<file path="src/pfm_pkg.sv">
// Package for the period frequency meter: shared constants and state types.
// Used by every module of the block; depends on nothing.
package pfm_pkg;

	// Default width of the period tick counter.
	localparam int unsigned COUNT_WIDTH_DEF = 16;

	// Width of the ticks-per-second register and of the quotient.
	localparam int unsigned TPS_WIDTH = 16;

	// Reset value of the ticks-per-second register.
	localparam logic [TPS_WIDTH-1:0] TPS_RESET = 16'd10000;

	// Digit code shown on both digits when the frequency is out of range.
	localparam logic [3:0] OVER_CODE = 4'd14;

	// First frequency that no longer fits in two digits.
	localparam logic [TPS_WIDTH-1:0] FREQ_LIMIT = 16'd100;

	// Number of entries in the queue between front and back.
	localparam int unsigned QUEUE_DEPTH = 2;

	// Phase of the measurement in the front part.
	typedef enum logic [1:0] {
		PH_WAIT_END,
		PH_WAIT_RISE,
		PH_HIGH,
		PH_LOW
	} phase_t;

	// State of the divider in the back part.
	typedef enum logic [1:0] {
		BK_IDLE,
		BK_DIV,
		BK_DONE
	} back_state_t;

	// Outputs of the front state machine for one tick.
	typedef struct packed {
		logic load_one;
		logic count_up;
		logic finish;
	} front_ctl_t;

endpackage

</file>
<file path="src/period_frequency_meter_bcd.sv">
// Period frequency meter with two-digit decimal output. Every request on the
// input side is one sample tick with the signal level; the front takes one tick
// per clock while the queue has room and counts the ticks of every other signal
// period, from a rising edge to the next. The back part loads each finished
// period, runs the serial restoring division of ticks_per_second by the count
// (one quotient bit per clock), splits the digits and registers the result.
// A two-entry queue sits between the two parts, so full only rises if periods
// end faster than the back part takes them or finished results are left
// waiting on the output. The result is the frequency in hertz, its tens and
// units digits, and an over-range flag with both digits showing 14 at 100 Hz
// or more. The user writes ticks_per_second through the cfg port while idle;
// not enforced by the block. Uses pfm_pkg, pfm_front, pfm_queue and pfm_back.
module period_frequency_meter_bcd
	import pfm_pkg::*;
#(
	parameter int unsigned COUNT_WIDTH = COUNT_WIDTH_DEF
) (
	input  logic                 clk,
	input  logic                 arst_n,
	input  logic                 push,
	output logic                 full,
	input  logic                 signal_level,
	output logic                 empty,
	input  logic                 pop,
	output logic [3:0]           tens_digit,
	output logic [3:0]           units_digit,
	output logic                 over_range,
	output logic [TPS_WIDTH-1:0] frequency_hz,
	input  logic                 cfg_valid,
	output logic                 cfg_ready,
	input  logic [TPS_WIDTH-1:0] cfg_data
);

	localparam int unsigned JOB_W = TPS_WIDTH + COUNT_WIDTH;

	logic                   job_push;
	logic                   job_full;
	logic [TPS_WIDTH-1:0]   front_tps;
	logic [COUNT_WIDTH-1:0] front_count;
	logic                   job_pop;
	logic                   job_empty;
	logic [JOB_W-1:0]       job_data;

	// Front: phase tracking and period counting.
	pfm_front #(
		.COUNT_WIDTH(COUNT_WIDTH)
	) u_front (
		.clk         (clk),
		.arst_n      (arst_n),
		.push        (push),
		.full        (full),
		.signal_level(signal_level),
		.cfg_valid   (cfg_valid),
		.cfg_ready   (cfg_ready),
		.cfg_data    (cfg_data),
		.job_push    (job_push),
		.job_full    (job_full),
		.job_tps     (front_tps),
		.job_count   (front_count)
	);

	// Queue of finished periods.
	pfm_queue #(
		.DATA_WIDTH(JOB_W)
	) u_queue (
		.clk    (clk),
		.arst_n (arst_n),
		.wr_en  (job_push),
		.wr_data({front_tps, front_count}),
		.q_full (job_full),
		.rd_en  (job_pop),
		.rd_data(job_data),
		.q_empty(job_empty)
	);

	// Back: division and digit output.
	pfm_back #(
		.COUNT_WIDTH(COUNT_WIDTH)
	) u_back (
		.clk         (clk),
		.arst_n      (arst_n),
		.job_empty   (job_empty),
		.job_pop     (job_pop),
		.job_tps     (job_data[JOB_W-1:COUNT_WIDTH]),
		.job_count   (job_data[COUNT_WIDTH-1:0]),
		.empty       (empty),
		.pop         (pop),
		.tens_digit  (tens_digit),
		.units_digit (units_digit),
		.over_range  (over_range),
		.frequency_hz(frequency_hz)
	);

endmodule

</file>
<file path="src/pfm_front.sv">
// Front part of the period frequency meter: phase tracking, period counter,
// configuration register and hand-off of finished periods. Uses pfm_pkg.
module pfm_front
	import pfm_pkg::*;
#(
	parameter int unsigned COUNT_WIDTH = COUNT_WIDTH_DEF
) (
	input  logic                   clk,
	input  logic                   arst_n,
	input  logic                   push,
	output logic                   full,
	input  logic                   signal_level,
	input  logic                   cfg_valid,
	output logic                   cfg_ready,
	input  logic [TPS_WIDTH-1:0]   cfg_data,
	output logic                   job_push,
	input  logic                   job_full,
	output logic [TPS_WIDTH-1:0]   job_tps,
	output logic [COUNT_WIDTH-1:0] job_count
);

	phase_t                 phase_q;
	phase_t                 phase_d;
	front_ctl_t             ctl;
	logic [COUNT_WIDTH-1:0] period_count_q;
	logic [TPS_WIDTH-1:0]   tps_q;
	logic                   accept;

	// A request is taken whenever the queue to the back part has room.
	assign full      = job_full;
	assign accept    = push && !job_full;
	assign cfg_ready = 1'b1;

	// Configuration register.
	always_ff @(posedge clk or negedge arst_n) begin
		if (!arst_n) begin
			tps_q <= TPS_RESET;
		end else if (cfg_valid) begin
			tps_q <= cfg_data;
		end
	end

	// Next phase.
	always_comb begin
		phase_d = phase_q;
		unique case (phase_q)
			PH_WAIT_END: begin
				if (!signal_level) phase_d = PH_WAIT_RISE;
			end
			PH_WAIT_RISE: begin
				if (signal_level) phase_d = PH_HIGH;
			end
			PH_HIGH: begin
				if (!signal_level) phase_d = PH_LOW;
			end
			PH_LOW: begin
				if (signal_level) phase_d = PH_WAIT_END;
			end
			default: phase_d = PH_WAIT_END;
		endcase
	end

	// Counter controls for the current phase.
	always_comb begin
		ctl = '0;
		unique case (phase_q)
			PH_WAIT_END: ctl = '0;
			PH_WAIT_RISE: begin
				ctl.load_one = signal_level;
			end
			PH_HIGH: begin
				ctl.count_up = 1'b1;
			end
			PH_LOW: begin
				ctl.count_up = !signal_level;
				ctl.finish   = signal_level;
			end
			default: ctl = '0;
		endcase
	end

	always_ff @(posedge clk or negedge arst_n) begin
		if (!arst_n) begin
			phase_q <= PH_WAIT_END;
		end else if (accept) begin
			phase_q <= phase_d;
		end
	end

	// Period counter, saturating at its maximum.
	always_ff @(posedge clk or negedge arst_n) begin
		if (!arst_n) begin
			period_count_q <= '0;
		end else if (accept) begin
			if (ctl.load_one) begin
				period_count_q <= COUNT_WIDTH'(1);
			end else if (ctl.finish) begin
				period_count_q <= '0;
			end else if (ctl.count_up && (period_count_q != '1)) begin
				period_count_q <= period_count_q + COUNT_WIDTH'(1);
			end
		end
	end

	// A rising edge in the low phase closes the period and hands it on.
	assign job_push  = accept && ctl.finish;
	assign job_tps   = tps_q;
	assign job_count = period_count_q;

endmodule

</file>
<file path="src/pfm_queue.sv">
// Short first-in first-out queue of finished periods between front and back.
// Uses pfm_pkg for its depth.
module pfm_queue
	import pfm_pkg::*;
#(
	parameter int unsigned DATA_WIDTH = TPS_WIDTH + COUNT_WIDTH_DEF
) (
	input  logic                  clk,
	input  logic                  arst_n,
	input  logic                  wr_en,
	input  logic [DATA_WIDTH-1:0] wr_data,
	output logic                  q_full,
	input  logic                  rd_en,
	output logic [DATA_WIDTH-1:0] rd_data,
	output logic                  q_empty
);

	localparam int unsigned PTR_W = (QUEUE_DEPTH > 1) ? $clog2(QUEUE_DEPTH) : 1;
	localparam int unsigned CNT_W = $clog2(QUEUE_DEPTH + 1);

	logic [DATA_WIDTH-1:0] entry_q [QUEUE_DEPTH];
	logic [PTR_W-1:0]      wr_ptr_q;
	logic [PTR_W-1:0]      rd_ptr_q;
	logic [CNT_W-1:0]      fill_q;
	logic                  do_wr;
	logic                  do_rd;

	assign q_full  = (fill_q == CNT_W'(QUEUE_DEPTH));
	assign q_empty = (fill_q == '0);
	assign do_wr   = wr_en && !q_full;
	assign do_rd   = rd_en && !q_empty;
	assign rd_data = entry_q[rd_ptr_q];

	// Storage.
	always_ff @(posedge clk) begin
		if (do_wr) begin
			entry_q[wr_ptr_q] <= wr_data;
		end
	end

	// Pointers and fill level.
	always_ff @(posedge clk or negedge arst_n) begin
		if (!arst_n) begin
			wr_ptr_q <= '0;
			rd_ptr_q <= '0;
			fill_q   <= '0;
		end else begin
			if (do_wr) begin
				wr_ptr_q <= (wr_ptr_q == PTR_W'(QUEUE_DEPTH - 1)) ? '0
				                                                 : wr_ptr_q + PTR_W'(1);
			end
			if (do_rd) begin
				rd_ptr_q <= (rd_ptr_q == PTR_W'(QUEUE_DEPTH - 1)) ? '0
				                                                 : rd_ptr_q + PTR_W'(1);
			end
			if (do_wr && !do_rd) begin
				fill_q <= fill_q + CNT_W'(1);
			end else if (do_rd && !do_wr) begin
				fill_q <= fill_q - CNT_W'(1);
			end
		end
	end

endmodule

</file>
<file path="src/pfm_back.sv">
// Back part of the period frequency meter: serial restoring divider, digit
// split and the result register. Uses pfm_pkg.
module pfm_back
	import pfm_pkg::*;
#(
	parameter int unsigned COUNT_WIDTH = COUNT_WIDTH_DEF
) (
	input  logic                   clk,
	input  logic                   arst_n,
	input  logic                   job_empty,
	output logic                   job_pop,
	input  logic [TPS_WIDTH-1:0]   job_tps,
	input  logic [COUNT_WIDTH-1:0] job_count,
	output logic                   empty,
	input  logic                   pop,
	output logic [3:0]             tens_digit,
	output logic [3:0]             units_digit,
	output logic                   over_range,
	output logic [TPS_WIDTH-1:0]   frequency_hz
);

	localparam int unsigned STEP_W = $clog2(TPS_WIDTH);

	back_state_t            state_q;
	back_state_t            state_d;
	logic [TPS_WIDTH-1:0]   quo_q;
	logic [COUNT_WIDTH-1:0] rem_q;
	logic [COUNT_WIDTH-1:0] den_q;
	logic [STEP_W-1:0]      step_q;
	logic [COUNT_WIDTH:0]   trial;
	logic                   ge;
	logic [COUNT_WIDTH:0]   diff;
	logic                   out_valid_q;
	logic                   out_free;
	logic                   is_over;
	logic [6:0]             low_freq;
	logic [14:0]            tens_prod;
	logic [3:0]             tens_val;
	logic [6:0]             tens_x10;
	logic [3:0]             units_val;
	logic                   load;
	logic                   finish;

	assign out_free = !out_valid_q || pop;

	// One quotient bit per step: shift in the next numerator bit and subtract.
	assign trial = {rem_q, quo_q[TPS_WIDTH-1]};
	assign ge    = (trial >= {1'b0, den_q});
	assign diff  = trial - {1'b0, den_q};

	// Next state of the divider.
	always_comb begin
		state_d = state_q;
		unique case (state_q)
			BK_IDLE: begin
				if (!job_empty) state_d = BK_DIV;
			end
			BK_DIV: begin
				if (step_q == STEP_W'(TPS_WIDTH - 1)) state_d = BK_DONE;
			end
			BK_DONE: begin
				if (out_free) state_d = BK_IDLE;
			end
			default: state_d = BK_IDLE;
		endcase
	end

	// Controls of the divider.
	always_comb begin
		load   = 1'b0;
		finish = 1'b0;
		unique case (state_q)
			BK_IDLE: load = !job_empty;
			BK_DIV:  load = 1'b0;
			BK_DONE: finish = out_free;
			default: load = 1'b0;
		endcase
	end

	assign job_pop = load;

	always_ff @(posedge clk or negedge arst_n) begin
		if (!arst_n) begin
			state_q <= BK_IDLE;
		end else begin
			state_q <= state_d;
		end
	end

	// Divider datapath: the numerator register fills with quotient bits.
	always_ff @(posedge clk) begin
		if (load) begin
			quo_q  <= job_tps;
			den_q  <= job_count;
			rem_q  <= '0;
			step_q <= '0;
		end else if (state_q == BK_DIV) begin
			quo_q  <= {quo_q[TPS_WIDTH-2:0], ge};
			rem_q  <= ge ? diff[COUNT_WIDTH-1:0] : trial[COUNT_WIDTH-1:0];
			step_q <= step_q + STEP_W'(1);
		end
	end

	// Digit split for frequencies below 100: multiply by 205/2048 for tens.
	assign is_over   = (quo_q >= FREQ_LIMIT);
	assign low_freq  = quo_q[6:0];
	assign tens_prod = 15'(low_freq) * 15'd205;
	assign tens_val  = tens_prod[14:11];
	assign tens_x10  = 7'(tens_val) * 7'd10;
	assign units_val = 4'(low_freq - tens_x10);

	// Result register, free again once the waiting result is taken.
	always_ff @(posedge clk or negedge arst_n) begin
		if (!arst_n) begin
			out_valid_q <= 1'b0;
		end else if (finish) begin
			out_valid_q <= 1'b1;
		end else if (pop) begin
			out_valid_q <= 1'b0;
		end
	end

	always_ff @(posedge clk) begin
		if (finish) begin
			frequency_hz <= quo_q;
			over_range   <= is_over;
			tens_digit   <= is_over ? OVER_CODE : tens_val;
			units_digit  <= is_over ? OVER_CODE : units_val;
		end
	end

	assign empty = !out_valid_q;

endmodule

</file>
<file path="config.mk">
export PLATFORM = sky130hd
export DESIGN_NAME = period_frequency_meter_bcd
export DESIGN_NICKNAME = d
export VERILOG_FILES = /design/src/pfm_pkg.sv /design/src/period_frequency_meter_bcd.sv /design/src/pfm_front.sv /design/src/pfm_queue.sv /design/src/pfm_back.sv
export SDC_FILE = /design/constraint.sdc
export NUM_CORES = 1
export LEC_CHECK = 0
export BUFFER_PORTS_ARGS = -buffer_cell sky130_fd_sc_hd__buf_2
export CAP_MARGIN = 20
export CORE_MARGIN = 3
export CORE_UTILIZATION = 30
export CTS_CLUSTER_DIAMETER = 200
export DETAILED_ROUTE_END_ITERATION = 8
export GPL_TIMING_DRIVEN = 0
export PLACE_DENSITY_LB_ADDON = 0.15
export SLEW_MARGIN = 20
export SYNTH_ARGS = -nofsm -noshare
export SYNTH_HDL_FRONTEND = slang
export SYNTH_SLANG_ARGS = --single-unit
</file>
<file path="constraint.sdc">
create_clock -name clk -period 6.1 [get_ports clk]
set_clock_uncertainty 0.2 [all_clocks]
set_input_delay 0.305 -clock clk [delete_from_list [all_inputs] [get_ports clk]]
set_output_delay 0.305 -clock clk [all_outputs]
set_load 0.01 [all_outputs]
</file>
==> results.toml <==
[yosys]
synth_nets = 800
syn-cell-area_um2 = 8890
ys_ff_latch = 182
syn_inst = 706
ys.flop_type = "edfxtp_1"
avgSynthCellArea_um2 = 12.6
ys_warn_count = 0
synth_cell_types = 68
synth_edf_count = 121
ys_async_sr_fraction_pct = 22.5
yosysSeqAreaShare_pct = 57.0

[hold_path]
hold_class = "input pin to flop"
min_path_cells = 4

[sta]
rsz0062_at_grt = "no"
fmax_mhz = 195
setup_viol = 0
slew_violations = 0
slew_headroom_pct = 48.9
min_period_over_period_pct = 84.0
layout_setup_ws_ns = 0.979
worstMarginPinSlew_ns = 0.767
fin_crit_ns = 5.12
fin_setup_tns_ns = 0
hold_violations = 0

[setup_path]
end_kind = "flop"
crit_type = "flop to flop"
cp.arrival_ns = 5.10
r2r_cells = 18
critPathMaxFanout = 7
required_ns = 6.08
critPathLaunchType = "flop"

[routing]
wl_per_cell_um = 14.9
drc = 0
vias = 5497
routed_wl_um = 17700
drt-initial-drc-count = 296
firstDrtPassIters = 4
ant_nets = 0
via_per_inst = 4.63

[grt]
grt_pass1_wl_um = 29400
antenna_found_initial = 0
grt_pass1_vias = 5700
grt-ovfl-total = 0
groute.usage.overall_pct = 11.8
grt_start_max_net_pins = 42

[cells_and_area]
instances_no_fill = 1188
num-fill-cells = 2786
nNetsFinal = 885
antenna_cells = 0
final_cell_area_um2 = 10500
register_area_um2 = 5070
area_delta_synth_final_pct = 18.0
multi_input_area_um2 = 3520
drive_above_1_share_pct = 18.3

[clocking]
holdBufCountCts = 18
cts_root_buf = "clkbuf_16"
cts_made_buffers = 17
path_clk_slew_ns = 0.08
tritoncts = "done"
post-cts-setup-buffers = 0
clock-sinks = 182
clk_latency_ns = 0.44
ctsResizeCount = 0
cts_max_path_buffers = 2
htree_levels = 4

[die]
initial_core_util_pct = 30.7
ios = 50
placementRows = 62
die_h_um = 178
chipWidth_um = 178
die-area_um2 = 31700
core_um2 = 28900

[placed_design]
place_area_um2 = 9670
dpl_worst_slack_ns = 0.951
port_buffers = 46
place_hpwl_um = 12900
gp_congestion = 0.841
dp.cells = 1138

[pwr]
power_density_nw_per_um2 = 585
total_power_mw = 6.14
peakVddDrop_mv = 0.285
p_leak_nw = 4.26

[run]
drv_cap = 0

[outcome]
outcome = "finished, final reports clean"
-- flip-flops by register name, indices dropped and copies added (netlist names) --
name	count
u_front.job_tps	16
u_back.den_q	16
u_back.out_valid_q	1
u_queue.wr_ptr_q	1
u_back.quo_q	16
u_queue.fill_q	2
u_back.step_q	4
u_queue.rd_ptr_q	1
u_back.tens_digit	4
u_front.job_count	16
u_back.frequency_hz	16
u_front.phase_q	2
u_back.over_range	1
u_back.state_q	2
u_back.rem_q	16
u_back.units_digit	4
u_queue.entry_q	64
-- stage by stage --
stage                     utilization (%)  hold WS [ns]
after global placement               33.2         0.245
after global routing                 36.3         0.151
after CTS                            36.2         0.110
after detailed placement             33.4         0.258
final                                36.3         0.131
after floorplan                         -        -0.191
-- worst max-delay path, stage by stage, from the launching register on --
cell,delay [ns]
edfxtp_1,0.54
inv_1,0.14
ha_1,0.36
ha_1,0.23
fa_1,0.48
inv_1,0.06
fa_1,0.50
inv_1,0.05
ha_1,0.28
a211oi_1,0.23
a211oi_1,0.11
a211oi_1,0.34
xnor2_1,0.18
ha_1,0.23
fa_1,0.43
xnor2_1,0.17
xnor2_1,0.15
xnor2_1,0.13
nand2_1,0.06
-- metal layers --
metal	wire length [um]	up-vias	track usage (%)
li1	-	2717	-
met1	8620	2679	15.8
met2	8300	84	19.1
met3	523	17	2.45
met4	243	0	3.73
met5	0	-	0
-- final cells by class --
type                       instances  share of cell area [%]
clock buffer                      17                    4.05
tap                              384                    4.58
inverter                          57                    2.04
buffer                            22                   0.990
clock inverter                    15                    2.02
sequential                       182                    48.3
timing repair buffer              66                    4.46
multi-input combinational        445                    33.6
-- layout by cell type, fill, tap and decap left out, types with 18 or more instances in the layout --
cell type,n
nor2_1,27
dfrtp_1,36
buf_2,47
edfxtp_1,121
ha_1,62
dlygate4sd3_1,18
o21ai_0,43
a21oi_1,20
dfxtp_1,20
mux2_2,33
nand2_1,55
inv_1,57
mux2i_1,27
xnor2_1,20
-- logic make-up after synthesis --
family | share of synthesized area (%)
compound gates | 8.23
other cells | 0.0422
buf+inv | 3.58
simple gates | 9.71
mux | 7.22
flops | 57.0
xor+xnor | 3.25
fa+ha+maj | 11.0
-- synthesized netlist by cell type, drive strengths merged (2+ instances only) --
master   number  area, um2
a211oi        5       42.5
a21boi        4       30.0
a21o          5       37.5
a21oi        21        109
a22o          2       17.5
a2bb2oi       2       17.5
a31oi         6       67.6
a41oi         4       35.0
and2          5       32.5
and3         10       70.1
buf           7       47.6
clkbuf       15       56.3
dfrtp        36        901
dfstp         5        131
dfxtp        20        400
edfxtp      121       3630
fa           10        200
ha           62        776
inv          57        214
mux2         33        372
mux2i        27        270
nand2        57        224
nand2b        7       43.8
nand3        17       90.1
nand4         9       62.6
nor2         29        116
nor2b         6       37.5
nor3         13       65.1
nor4          2       33.8
o211ai        2       15.0
o21a          3       22.5
o21ai        48        248
o221ai        2       17.5
o22ai         2       12.5
o31ai         3       22.5
or2           2       12.5
or3           3       23.8
xnor2        20        175
xor2         13        114
-- power breakdown --
group | switching, mW | internal, mW
sequential | 0.220 | 1.63
clock | 0.576 | 0.575
combinational | 1.69 | 1.44
-- worst paths after layout --
path	startpoint	endpoint	slack [ns]
setup / recovery	u_back.quo_q[2]$_DFFE_PP_	u_back.units_digit[3]$_SDFFCE_PP1P_	0.98
hold / removal	push	u_front.job_count[8]$_DFFE_PN0P_	0.13
setup reg to reg	u_back.quo_q[2]$_DFFE_PP_	u_back.units_digit[3]$_SDFFCE_PP1P_	0.98
hold reg to reg	u_front.job_tps[11]$_DFFE_PN0P_	u_queue.entry_q[1][27]$_DFFE_PP_	0.28
max in group asynchronous	arst_n	u_front.job_count[6]$_DFFE_PN0P_	5.11
min in group asynchronous	arst_n	u_front.job_tps[14]$_DFFE_PN0P_	0.19
No activity file was read; power rests on OpenSTA's default activity.
